==> config.mk <==
export PLATFORM = sky130hd
export DESIGN_NAME = wmbs_datapath_flat
export DESIGN_NICKNAME = d
export VERILOG_FILES = /design/src/hdl/wmbs_pkg.sv /design/src/hdl/wmbs_intf.sv /design/src/hdl/wmbs_datapath.sv /design/src/flat_wrapper.sv
export SDC_FILE = /design/constraint.sdc
export NUM_CORES = 1
export LEC_CHECK = 0
export ABC_AREA = 1
export CAP_MARGIN = 5
export CORE_MARGIN = 1
export CORE_UTILIZATION = 25
export CTS_BUF_LIST = sky130_fd_sc_hd__clkbuf_16
export CTS_CLUSTER_DIAMETER = 200
export DETAILED_ROUTE_END_ITERATION = 12
export DONT_BUFFER_PORTS = 1
export HOLD_SLACK_MARGIN = 0.03
export PLACE_DENSITY = 0.37
export SYNTH_ARGS = -nofsm -noshare
export SYNTH_HDL_FRONTEND = slang
export SYNTH_SLANG_ARGS = --single-unit
export TNS_END_PERCENT = 50
==> constraint.sdc <==
create_clock -name clk -period 5.7 [get_ports clk]
set_input_delay 0.855 -clock clk [delete_from_list [all_inputs] [get_ports clk]]
set_output_delay 0.855 -clock clk [all_outputs]
set_load 0.05 [all_outputs]
==> src/hdl/wmbs_pkg.sv <==
// Shared constants and types for the weighted moving-mean
// background subtractor. No dependencies.
`timescale 1ns / 1ps

package wmbs_pkg;

    localparam int PIX_W        = 8;
    localparam int FRAME_PIXELS = 524288;
    localparam int ADDR_W       = $clog2(FRAME_PIXELS);
    localparam logic [ADDR_W-1:0] LAST_ADDR = ADDR_W'(FRAME_PIXELS - 1);

    // frames completed, saturating at two
    localparam int FRAMES_W = 2;
    localparam logic [FRAMES_W-1:0] FRAMES_NONE = 2'd0;
    localparam logic [FRAMES_W-1:0] FRAMES_FULL = 2'd2;

    // Rounded-sum width: 5*255 + 3*255 + 2*255 + 5 = 2555
    localparam int SUM_W = 12;

    // Division by reciprocal: floor(n*1639 >> 14) = n/10 for n <= 2555,
    // floor(n*683 >> 11) = n/3 for n <= 766
    localparam int RECIP_W = 11;
    localparam logic [RECIP_W-1:0] RECIP_TEN   = 11'd1639;
    localparam logic [RECIP_W-1:0] RECIP_THREE = 11'd683;
    localparam int SHIFT_TEN   = 14;
    localparam int SHIFT_THREE = 11;
    localparam int PROD_W      = SUM_W + RECIP_W;

    localparam int CFG_IDX_W = 2;
    localparam int CFG_DAT_W = 8;

    typedef enum logic [CFG_IDX_W-1:0] {
        CFG_WEIGHTED_MODE    = 2'd0,
        CFG_THRESHOLD_ENABLE = 2'd1,
        CFG_THRESHOLD_LEVEL  = 2'd2
    } cfg_reg_t;

    typedef struct packed {
        logic             weighted_mode;
        logic             threshold_enable;
        logic [PIX_W-1:0] threshold_level;
    } cfg_t;

    // pixel and its two co-sited history samples leaving the fetch stage
    typedef struct packed {
        logic [PIX_W-1:0] cur;
        logic [PIX_W-1:0] p1;
        logic [PIX_W-1:0] p2;
    } fetch_item_t;

endpackage

==> src/hdl/wmbs_intf.sv <==


interface wmbs_res_if;
    logic                       valid;
    logic                       ready;
    logic [wmbs_pkg::PIX_W-1:0] foreground;
    logic [wmbs_pkg::PIX_W-1:0] background;

    modport source (output valid, output foreground, output background, input ready);
    modport sink   (input valid, input foreground, input background, output ready);
endinterface


==> src/hdl/wmbs_datapath.sv <==
// Arithmetic pipeline: rounded sum, reciprocal divide, difference and
// threshold into the output register. Depends on wmbs_pkg, wmbs_intf.
`timescale 1ns / 1ps

module wmbs_datapath (
    input  logic                  clk,
    input  logic                  rst_n,
    input  wmbs_pkg::cfg_t        cfg,
    input  logic                  fetch_valid,
    output logic                  fetch_ready,
    input  wmbs_pkg::fetch_item_t fetch_item,
    wmbs_res_if.source            results
);

    logic                         v1_reg;
    logic                         v2_reg;
    logic                         v3_reg;
    logic                         r1;
    logic                         r2;
    logic                         r3;

    logic [wmbs_pkg::SUM_W-1:0]   sum_next;
    logic [wmbs_pkg::SUM_W-1:0]   sum_reg;
    logic [wmbs_pkg::PIX_W-1:0]   c1_reg;
    logic [wmbs_pkg::PROD_W-1:0]  prod_next;
    logic [wmbs_pkg::PROD_W-1:0]  prod_reg;
    logic [wmbs_pkg::PIX_W-1:0]   c2_reg;
    logic [wmbs_pkg::PIX_W-1:0]   bg_next;
    logic [wmbs_pkg::PIX_W-1:0]   diff;
    logic [wmbs_pkg::PIX_W-1:0]   fg_next;
    logic [wmbs_pkg::PIX_W-1:0]   fg_reg;
    logic [wmbs_pkg::PIX_W-1:0]   bg_reg;

    assign r3          = !v3_reg || results.ready;
    assign r2          = !v2_reg || r3;
    assign r1          = !v1_reg || r2;
    assign fetch_ready = r1;

    always_comb
    begin
        if (cfg.weighted_mode)
        begin
            sum_next = wmbs_pkg::SUM_W'(fetch_item.cur) * wmbs_pkg::SUM_W'(5)
                     + wmbs_pkg::SUM_W'(fetch_item.p1) * wmbs_pkg::SUM_W'(3)
                     + wmbs_pkg::SUM_W'(fetch_item.p2) * wmbs_pkg::SUM_W'(2)
                     + wmbs_pkg::SUM_W'(5);
        end
        else
        begin
            sum_next = wmbs_pkg::SUM_W'(fetch_item.cur)
                     + wmbs_pkg::SUM_W'(fetch_item.p1)
                     + wmbs_pkg::SUM_W'(fetch_item.p2)
                     + wmbs_pkg::SUM_W'(1);
        end
    end

    assign prod_next = wmbs_pkg::PROD_W'(sum_reg)
                     * wmbs_pkg::PROD_W'(cfg.weighted_mode ? wmbs_pkg::RECIP_TEN
                                                            : wmbs_pkg::RECIP_THREE);

    assign bg_next = cfg.weighted_mode ? prod_reg[wmbs_pkg::SHIFT_TEN +: wmbs_pkg::PIX_W]
                                       : prod_reg[wmbs_pkg::SHIFT_THREE +: wmbs_pkg::PIX_W];
    assign diff    = (c2_reg > bg_next) ? (c2_reg - bg_next) : (bg_next - c2_reg);

    always_comb
    begin
        fg_next = diff;
        if (cfg.threshold_enable)
        begin
            fg_next = (diff > cfg.threshold_level) ? '1 : '0;
        end
    end

    always_ff @(posedge clk or negedge rst_n)
    begin
        if (!rst_n)
        begin
            v1_reg <= 1'b0;
            v2_reg <= 1'b0;
            v3_reg <= 1'b0;
        end
        else
        begin
            if (r1)
            begin
                v1_reg <= fetch_valid;
            end
            if (r2)
            begin
                v2_reg <= v1_reg;
            end
            if (r3)
            begin
                v3_reg <= v2_reg;
            end
        end
    end

    always_ff @(posedge clk)
    begin
        if (r1 && fetch_valid)
        begin
            sum_reg <= sum_next;
            c1_reg  <= fetch_item.cur;
        end
        if (r2 && v1_reg)
        begin
            prod_reg <= prod_next;
            c2_reg   <= c1_reg;
        end
        if (r3 && v2_reg)
        begin
            fg_reg <= fg_next;
            bg_reg <= bg_next;
        end
    end

    assign results.valid      = v3_reg;
    assign results.foreground = fg_reg;
    assign results.background = bg_reg;

endmodule

==> src/flat_wrapper.sv <==
// flat-port wrapper written by rule: the top's interface ports become plain ports
module wmbs_datapath_flat 
  (clk, rst_n, cfg, fetch_valid, fetch_ready, fetch_item, results_valid, results_foreground, results_background, results_ready);
  wmbs_res_if results_i ();
  input  logic clk;
  input  logic rst_n;
  input  wmbs_pkg::cfg_t cfg;
  input  logic fetch_valid;
  output logic fetch_ready;
  input  wmbs_pkg::fetch_item_t fetch_item;
  output wire logic [$bits(results_i.valid)-1:0] results_valid;
  output wire logic [$bits(results_i.foreground)-1:0] results_foreground;
  output wire logic [$bits(results_i.background)-1:0] results_background;
  input wire logic [$bits(results_i.ready)-1:0] results_ready;
  assign results_valid = results_i.valid;
  assign results_foreground = results_i.foreground;
  assign results_background = results_i.background;
  assign results_i.ready = results_ready;
  wmbs_datapath u_core (.clk(clk), .rst_n(rst_n), .cfg(cfg), .fetch_valid(fetch_valid), .fetch_ready(fetch_ready), .fetch_item(fetch_item), .results(results_i));
endmodule
==> results of run 1 <==
[final cells by class]
class	count	share of cell area [%]
multi-input combinational	697	61.7
timing repair buffer	1	0.0834
sequential	58	19.2
inverter	225	9.38
clock inverter	7	1.13
clock buffer	9	2.50
tap	435	6.05
[routing by layer]
layer  global-route usage [%]  share of wire [%]
met3                     2.00                2.8
met5                        0                  0
met1                     16.5                 48
met2                     22.4                 48
met4                     3.46                1.2
[stage by stage]
| step | util (%) | cell area [sq um] | setup WS (ps) |
|---|---|---|---|
| 2_1_floorplan | - | 8180 | 487 |
| 3_3_place_gp | 27.3 | 8680 | 568 |
| 3_5_place_dp | 27.3 | 8680 | 559 |
| 4_1_cts | 28.3 | 9000 | 740 |
| 5_1_grt | 28.3 | 9000 | 415 |
| 6_report | 28.3 | 9000 | 797 |
[worst paths after layout]
check                                  start             endpoint  slack (ps)  cells past startpoint
setup / recovery           u_core.sum_reg[6]  u_core.prod_reg[19]         800                     18
hold / removal                         rst_n        u_core.v1_reg         200                      0
setup reg to reg           u_core.sum_reg[6]  u_core.prod_reg[19]         800                     18
hold reg to reg             u_core.c1_reg[4]     u_core.c2_reg[4]         410                      0
max in group asynchronous              rst_n        u_core.v2_reg        5440                      0
min in group clk            u_core.c1_reg[4]     u_core.c2_reg[4]         410                      0
[worst max-delay path: stages (launching register included)]
cell and delay (ps):
edfxtp_1 460, inv_1 160, o21ai_0 360, ha_1 310
fa_1 470, fa_1 520, fa_1 550, inv_1 50
fa_1 520, inv_1 40, ha_1 350, nand2_1 170
a21oi_1 60, nor2_1 170, nor2_1 60, nor3_1 220
nand2_1 80, nand2_1 60, nand2_1 40
[cells by family after synthesis]
logic type,Yosys count,synth area share [%]
AOI/OAI and AO/OA,122,8.58
xor gates and xnor gates,29,3.12
adders and majority gates,212,39.6
buffers and inverters,239,11.0
DFF,58,21.2
other,2,0.0922
and+or+nand+nor,322,16.4
[synthesized netlist by cell type]
cell	number
nand3_1	51
o31ai_2	1
nor2_2	1
nor3_1	7
a21boi_1	1
dfrtp_1	3
xor2_1	16
nor2_1	41
o21a_4	1
o21bai_1	9
o21ai_1	11
nand4_2	1
or2_2	8
clkbuf_1	11
nand2_1	205
xnor2_1	13
a21o_1	3
nand2_2	3
a21boi_0	1
clkinv_1	1
o211ai_1	3
inv_1	221
buf_1	1
a21oi_1	50
a21boi_4	1
o21a_1	3
buf_2	2
fa_1	76
or2_1	1
ha_1	136
nand4_1	3
a31oi_1	5
conb_1	2
edfxtp_1	55
inv_2	3
o21ai_0	33
nor4_1	1
==> flow_summary.toml, run 1 <==
[floorplan]
die_y_microns = 182
die_width_microns = 182
fp.coreArea_sq_um = 31800
die_area_sq_um = 33300
io_pins = 56
num_rows = 65
start_util_pct = 25.6

[layout]
mostFrequentLayoutCells = "inv_1, nand2_1, ha_1, fa_1, edfxtp_1"
multi_input_area_sq_um = 5550
fin_cells = 1432
drive_gt1_share_pct = 3.61
syn_to_final_growth_pct = 10.6
regArea_sq_um = 1730
antenna_cells = 0
mostFrequentLayoutCell = "inv_1"
nets = 1242
fillers = 3478
largest_reg_flops = 12

[clock_tree]
cts_max_path_buffers = 2
cts_buffers = 9
cts_max_level = 3
cts-root-buf = "clkbuf_16"
clock_sinks = 58
hold_buffers = 0
ctsResizeCount = 0
post_cts_buffers = 0
cts_tree = "yes"
clk_pin_slew_ps = 60
clkLatencyLatePin_ps = 350

[timing]
timing.hold.ws_ps = 198
drv_slew = 0
setup_tns_ps = 0
skew_ps = 6.70
fmax_ghz = 0.204
finalHoldViolCount = 0
rsz0062_at_grt = "false"
fin_crit_sh_pct = 86.0
min_period_ps = 4900
maxSlewHeadroom_pct = 46.8
worstMarginPinSlew_ps = 797
finalSetupViolCount = 0

[placement]
place_hpwl_microns = 17700
io_buffers = 0
dp_cells = 1416
gp_congestion = 0.814

[global_routing]
grt_start_max_net_pins = 47
grt_overflow = 0
grt_pass1_wl_microns = 33100
grt_pass1_vias = 6324
track_usage_pct = 12.9
grt_antenna_before_repair = 0

[run_status]
status = "complete, no violations"

[worst_setup_path]
critPathCaptureType = "flop"
crit_path_start_kind = "flop"
critPathMaxFanout = 5
path_class = "flop to flop"
cp_data_arrival_time_ps = 5000
worstPathRequired_ps = 5800

[drt]
ant_nets = 0
vias_per_cell = 4.15
first_pass_iters = 4
wl_per_cell_microns = 14.0
drtIter0Drc = 225
routed_wl_microns = 20100
routed-via-count = 5940
drc_errors = 0

[synthesis]
synth_top_area_cell = "ha_1"
postSynthAreaPerCell_sq_um = 8.27
synth_top_area_share_pct = 20.9
synth_seq_cells = 58
syn_inst = 984
yosys_warnings = 0
synth-seq-area-share_pct = 21.2
syn_area_sq_um = 8140
ys_top_cells_by_area = "ha_1, edfxtp_1, fa_1"
synth_cell_types = 37

[worst_hold_path]
min_path_type = "input pin to async pin"

[run]
drv_cap = 0
Power of run 1 is left out: the tool's default activity adds up to more than one toggle a clock period on the data nets, which glitch-free logic cannot reach.
==> run 2, diff against run 1 <==
--- a/config.mk
+++ b/config.mk
@@ -8,13 +8,13 @@
 export ABC_AREA = 1
 export CAP_MARGIN = 5
 export CORE_MARGIN = 1
-export CORE_UTILIZATION = 25
+export CORE_UTILIZATION = 64
 export CTS_BUF_LIST = sky130_fd_sc_hd__clkbuf_16
 export CTS_CLUSTER_DIAMETER = 200
 export DETAILED_ROUTE_END_ITERATION = 12
 export DONT_BUFFER_PORTS = 1
 export HOLD_SLACK_MARGIN = 0.03
-export PLACE_DENSITY = 0.37
+export PLACE_DENSITY = 0.79
 export SYNTH_ARGS = -nofsm -noshare
 export SYNTH_HDL_FRONTEND = slang
 export SYNTH_SLANG_ARGS = --single-unit
==> run 2 against run 1 <==
Effect of this change:
- core utilization grew 42 points
- design area shrank 4.3%
- register-to-register slack gained 20 ps
- worst hold slack gained 1.7 ps
- critical path depth grew 2
- sequential share of layout area grew 0.87 points
- global-route usage grew 16 points
- die area shrank 60%
- highest routed layer unchanged
==> flow_summary.toml, run 2 (synthesized netlist as in run 1, its figures left out) <==
[drt]
drc_errors = 0
routed-via-count = 6241
vias_per_cell = 5.36
wl_per_cell_microns = 14.8
routed_wl_microns = 17200
ant_nets = 0
drtIter0Drc = 404
first_pass_iters = 5

[layout]
antenna_cells = 0
drive_gt1_share_pct = 3.51
mostFrequentLayoutCells = "inv_1, nand2_1, ha_1, fa_1, edfxtp_1"
nets = 1242
multi_input_area_sq_um = 5550
fillers = 987
fin_cells = 1165
largest_reg_flops = 12
syn_to_final_growth_pct = 5.78
mostFrequentLayoutCell = "inv_1"
regArea_sq_um = 1730

[worst_setup_path]
cp_common_cell = "inv_1"
path_delay_family = "adder cells"
cp_data_arrival_time_ps = 4970
critPathCaptureType = "flop"
path_class = "flop to flop"
max_stage_delay_ps = 540
crit_path_start_kind = "flop"
worstPathRequired_ps = 5800
critPathMaxFanout = 5
cp_num_buf_inv = 5
crit_chain = "inv_1 > o21ai_0 > ha_1 > inv_1 > fa_1 > inv_1 > fa_1 > fa_1 > inv_1 > fa_1 > inv_1 > ha_1 > nand2_1 > a21oi_1 > nor2_1 > nor2_1 > nor3_1 > nand2_1 > nand2_1 > nand2_1"
cp_slowest_cell = "fa_1"

[global_routing]
track_usage_pct = 28.5
grt_antenna_before_repair = 0
grt_pass1_vias = 6325
grt_overflow = 0
grt_start_max_net_pins = 47
grt_pass1_wl_microns = 28800

[clock_tree]
hold_buffers = 0
clock_sinks = 58
cts-root-buf = "clkbuf_16"
cts_max_level = 3
cts_max_path_buffers = 2
post_cts_buffers = 0
clkLatencyLatePin_ps = 350
ctsResizeCount = 0
clk_pin_slew_ps = 60
cts_buffers = 9
cts_tree = "yes"

[run]
drv_cap = 0

[floorplan]
io_pins = 56
die_area_sq_um = 13200
die_y_microns = 115
fp.coreArea_sq_um = 12200
die_width_microns = 115
start_util_pct = 66.7
num_rows = 40

[timing]
finalHoldViolCount = 0
min_period_ps = 4880
finalSetupViolCount = 0
worstMarginPinSlew_ps = 745
skew_ps = 8.64
fmax_ghz = 0.205
rsz0062_at_grt = "false"
setup_tns_ps = 0
maxSlewHeadroom_pct = 50.3
fin_crit_sh_pct = 85.6
drv_slew = 0
setup_ws_ps = 822

[placement]
place_ws_ps = 599
place_hpwl_microns = 14800
gp_congestion = 0.919
dp_cells = 1149
io_buffers = 0

[run_status]
status = "complete, no violations"

[worst_hold_path]
min_path_type = "input pin to async pin"
[run 2: cell count changes in the layout (fill, tap and decap cells not counted), sizes merged]
cell      change
clkinv        +1
clkinvlp      +1
bufinv        -2
[run 2: metrics by stage]
step | hold WS [ps] | utilization [%] | cell area (sq um)
2_1_floorplan | 400 | - | 8180
3_3_place_gp | 402 | 68.3 | 8340
3_5_place_dp | 405 | 68.3 | 8340
4_1_cts | 196 | 70.5 | 8610
5_1_grt | 195 | 70.5 | 8610
6_report | 200 | 70.5 | 8610
[run 2: final cells by class]
class                      count  share of cell area (%)
clock inverter                 7                   0.523
timing repair buffer           1                  0.0872
tap                          168                    2.44
multi-input combinational    697                    64.5
inverter                     225                    9.81
sequential                    58                    20.0
clock buffer                   9                    2.62
[run 2: worst paths after layout]
path | slack (ps) | cells past startpoint | from | end
max reg2reg | 820 | 20 | u_core.sum_reg[5] | u_core.prod_reg[19]
min reg2reg | 420 | 0 | u_core.c1_reg[6] | u_core.c2_reg[6]
min in group clk | 420 | 0 | u_core.c1_reg[6] | u_core.c2_reg[6]
max in group asynchronous | 5430 | 0 | rst_n | u_core.v2_reg
min | 200 | 0 | rst_n | u_core.v1_reg
max | 820 | 20 | u_core.sum_reg[5] | u_core.prod_reg[19]
[run 2: worst reg2reg max path, cell delays in order, from the launching register on]
cell	delay, ps
edfxtp_1	450
inv_1	160
o21ai_0	370
ha_1	230
inv_1	60
fa_1	520
inv_1	50
fa_1	460
fa_1	540
inv_1	50
fa_1	540
inv_1	40
ha_1	340
nand2_1	170
a21oi_1	70
nor2_1	170
nor2_1	60
nor3_1	180
nand2_1	80
nand2_1	60
nand2_1	40
[run 2: routing by layer]
metal	global-route usage (%)	vias to the layer above	share of wire, %
met3	4.69	29	4.7
li1	-	3127	-
met2	51.1	145	51
met4	10.4	0	1.8
met5	0	-	0
met1	34.8	2940	43
Power of run 2 is left out for the same reason.
==> run 3, diff against run 2 <==
==> constraint.sdc (replaced) <==
create_clock -name clk -period 4.9 [get_ports clk]
set_input_delay 0.735 -clock clk [delete_from_list [all_inputs] [get_ports clk]]
set_output_delay 0.735 -clock clk [all_outputs]
set_load 0.05 [all_outputs]
==> run 3 against run 2 <==
Effect of this change:
- cell count increased by 0.26%
- core utilization is 1.3 points higher
- worst hold slack lost 120 ps
- sequential share of layout area decreased by 0.36 points
- global-route usage up 0.65 points
- via count is 1.3% lower
- clock-buffer cell count is the same
- die area did not move
- routed wire length grew 1.8%
==> flow_summary.toml, run 3 (synthesized netlist as in run 1, its figures left out) <==
[clock_tree]
cts-root-buf = "clkbuf_16"
cts_max_path_buffers = 2
cts_max_level = 3
clock_sinks = 58
post_cts_buffers = 0
clk_pin_slew_ps = 60
cts_buffers = 9
clkLatencyLatePin_ps = 340
cts_tree = "yes"

[drt]
drtIter0Drc = 257
first_pass_iters = 5
ant_nets = 0
wl_per_cell_microns = 15.0
drc_errors = 0
vias_per_cell = 5.27
routed_wl_microns = 17600
routed-via-count = 6157

[floorplan]
die_width_microns = 115
die_y_microns = 115
num_rows = 40
fp.coreArea_sq_um = 12200
start_util_pct = 66.7
die_area_sq_um = 13200
io_pins = 56

[layout]
mostFrequentLayoutCell = "inv_1"
largest_reg_flops = 12
drive_gt1_share_pct = 4.70
syn_to_final_growth_pct = 7.71
fillers = 950
nets = 1245
mostFrequentLayoutCells = "inv_1, nand2_1, ha_1, fa_1, edfxtp_1"
antenna_cells = 0

[timing]
worstMarginPinSlew_ps = 780
skew_ps = 6.61
finalHoldViolCount = 0
timing.hold.ws_ps = 79.4
finalSetupViolCount = 0
min_period_ps = 4600
drv_slew = 0
rsz0062_at_grt = "false"
setup_tns_ps = 0
maxSlewHeadroom_pct = 48.0
fin_crit_sh_pct = 93.9
fmax_ghz = 0.217

[worst_setup_path]
critical_path_depth = 18
path_delay_family = "adder cells"
path_class = "flop to flop"
ff2ff_path_depth = 18
cp-endpoint = "u_core.prod_reg[19]"
cp_num_buf_inv = 3
max_stage_delay_ps = 560
crit_path_start_kind = "flop"
cp_slowest_cell = "fa_1"
worstPathRequired_ps = 5000
critPathCaptureType = "flop"
crit_chain = "nand2_1 > inv_1 > ha_1 > fa_1 > fa_1 > fa_1 > inv_1 > fa_1 > inv_1 > ha_4 > nand2_2 > a21oi_1 > nor2_1 > nor2_1 > nor3_2 > nand2_1 > nand2_1 > nand2_1"
critPathMaxFanout = 6
crit_start = "u_core.sum_reg[3]"
r2r_start = "u_core.sum_reg[3]"
cp_data_arrival_time_ps = 4700
rr_endpoint = "u_core.prod_reg[19]"
rrSetupSlack_ps = 300

[global_routing]
grt_overflow = 0
grt_pass1_wl_microns = 29100
grt_start_max_net_pins = 47
track_usage_pct = 29.2
grt_antenna_before_repair = 0
grt_pass1_vias = 6190

[placement]
gp_congestion = 0.897
io_buffers = 0
place_hpwl_microns = 14500

[worst_hold_path]
min_path_type = "input pin to async pin"

[run]
drv_cap = 0

[run_status]
status = "complete, no violations"
## run 3: cell types whose count changed in the layout (fill, tap and decap cells not counted), moves of 3 or more
cell	previous run	this run
clkinvlp_4	3	0
clkinv_4	0	3
bufinv_16	0	3
buf_4	1	4
## run 3: layout make-up
| cell class | count | area, sq um | share of cell area, % |
|---|---|---|---|
| Tap cell | 168 | 210 | 2.40 |
| Clock inverter | 7 | 125 | 1.43 |
| Timing Repair Buffer | 4 | 30.0 | 0.342 |
| Inverter | 225 | 845 | 9.63 |
| Multi-Input combinational cell | 697 | 5610 | 63.9 |
| Sequential cell | 58 | 1730 | 19.7 |
| Clock buffer | 9 | 225 | 2.57 |
## run 3: worst reg2reg max path, stage by stage, from the launching register on
cell      delay (ps)
edfxtp_1         520
nand2_1          150
inv_1             50
ha_1             320
fa_1             530
fa_1             540
fa_1             560
inv_1             60
fa_1             520
inv_1             60
ha_4             260
nand2_2          110
a21oi_1           60
nor2_1           180
nor2_1            70
nor3_2           180
nand2_1           70
nand2_1           50
nand2_1           40
## run 3: routing by layer
metal / up-vias / track usage (%) / routed length, microns
met1: 2881 / 36.0 / 7590
met4: 0 / 8.66 / 240
met5: - / 0 / 0
li1: 3129 / - / -
met3: 17 / 5.32 / 742
met2: 130 / 52.3 / 8990
## run 3: worst min path at each step
stage                                  end  cells after the start
after global routing         u_core.v1_reg                      0
after floorplan           u_core.c2_reg[0]                      0
final                        u_core.v1_reg                      0
after CTS                    u_core.v1_reg                      0
after global placement    u_core.c2_reg[4]                      0
after detailed placement  u_core.c2_reg[5]                      0
## run 3: per-stage QoR
step                      instances  area (sq um)  util (%)  setup WS, ps
after CTS                      1168          8760      71.7           242
after detailed placement       1152          8410      68.9           115
after floorplan                 994          8240         -          26.5
after global routing           1168          8770      71.8          2.00
final                          1168          8770      71.8           299
after global placement         1152          8410      68.9           220
## run 3: timing repair
item,CTS,global route
gates resized for setup,0,2
setup endpoints to repair,0,2
endpoints found under the hold margin,0,0
hold buffers,0,0
Power of run 3 is left out for the same reason.
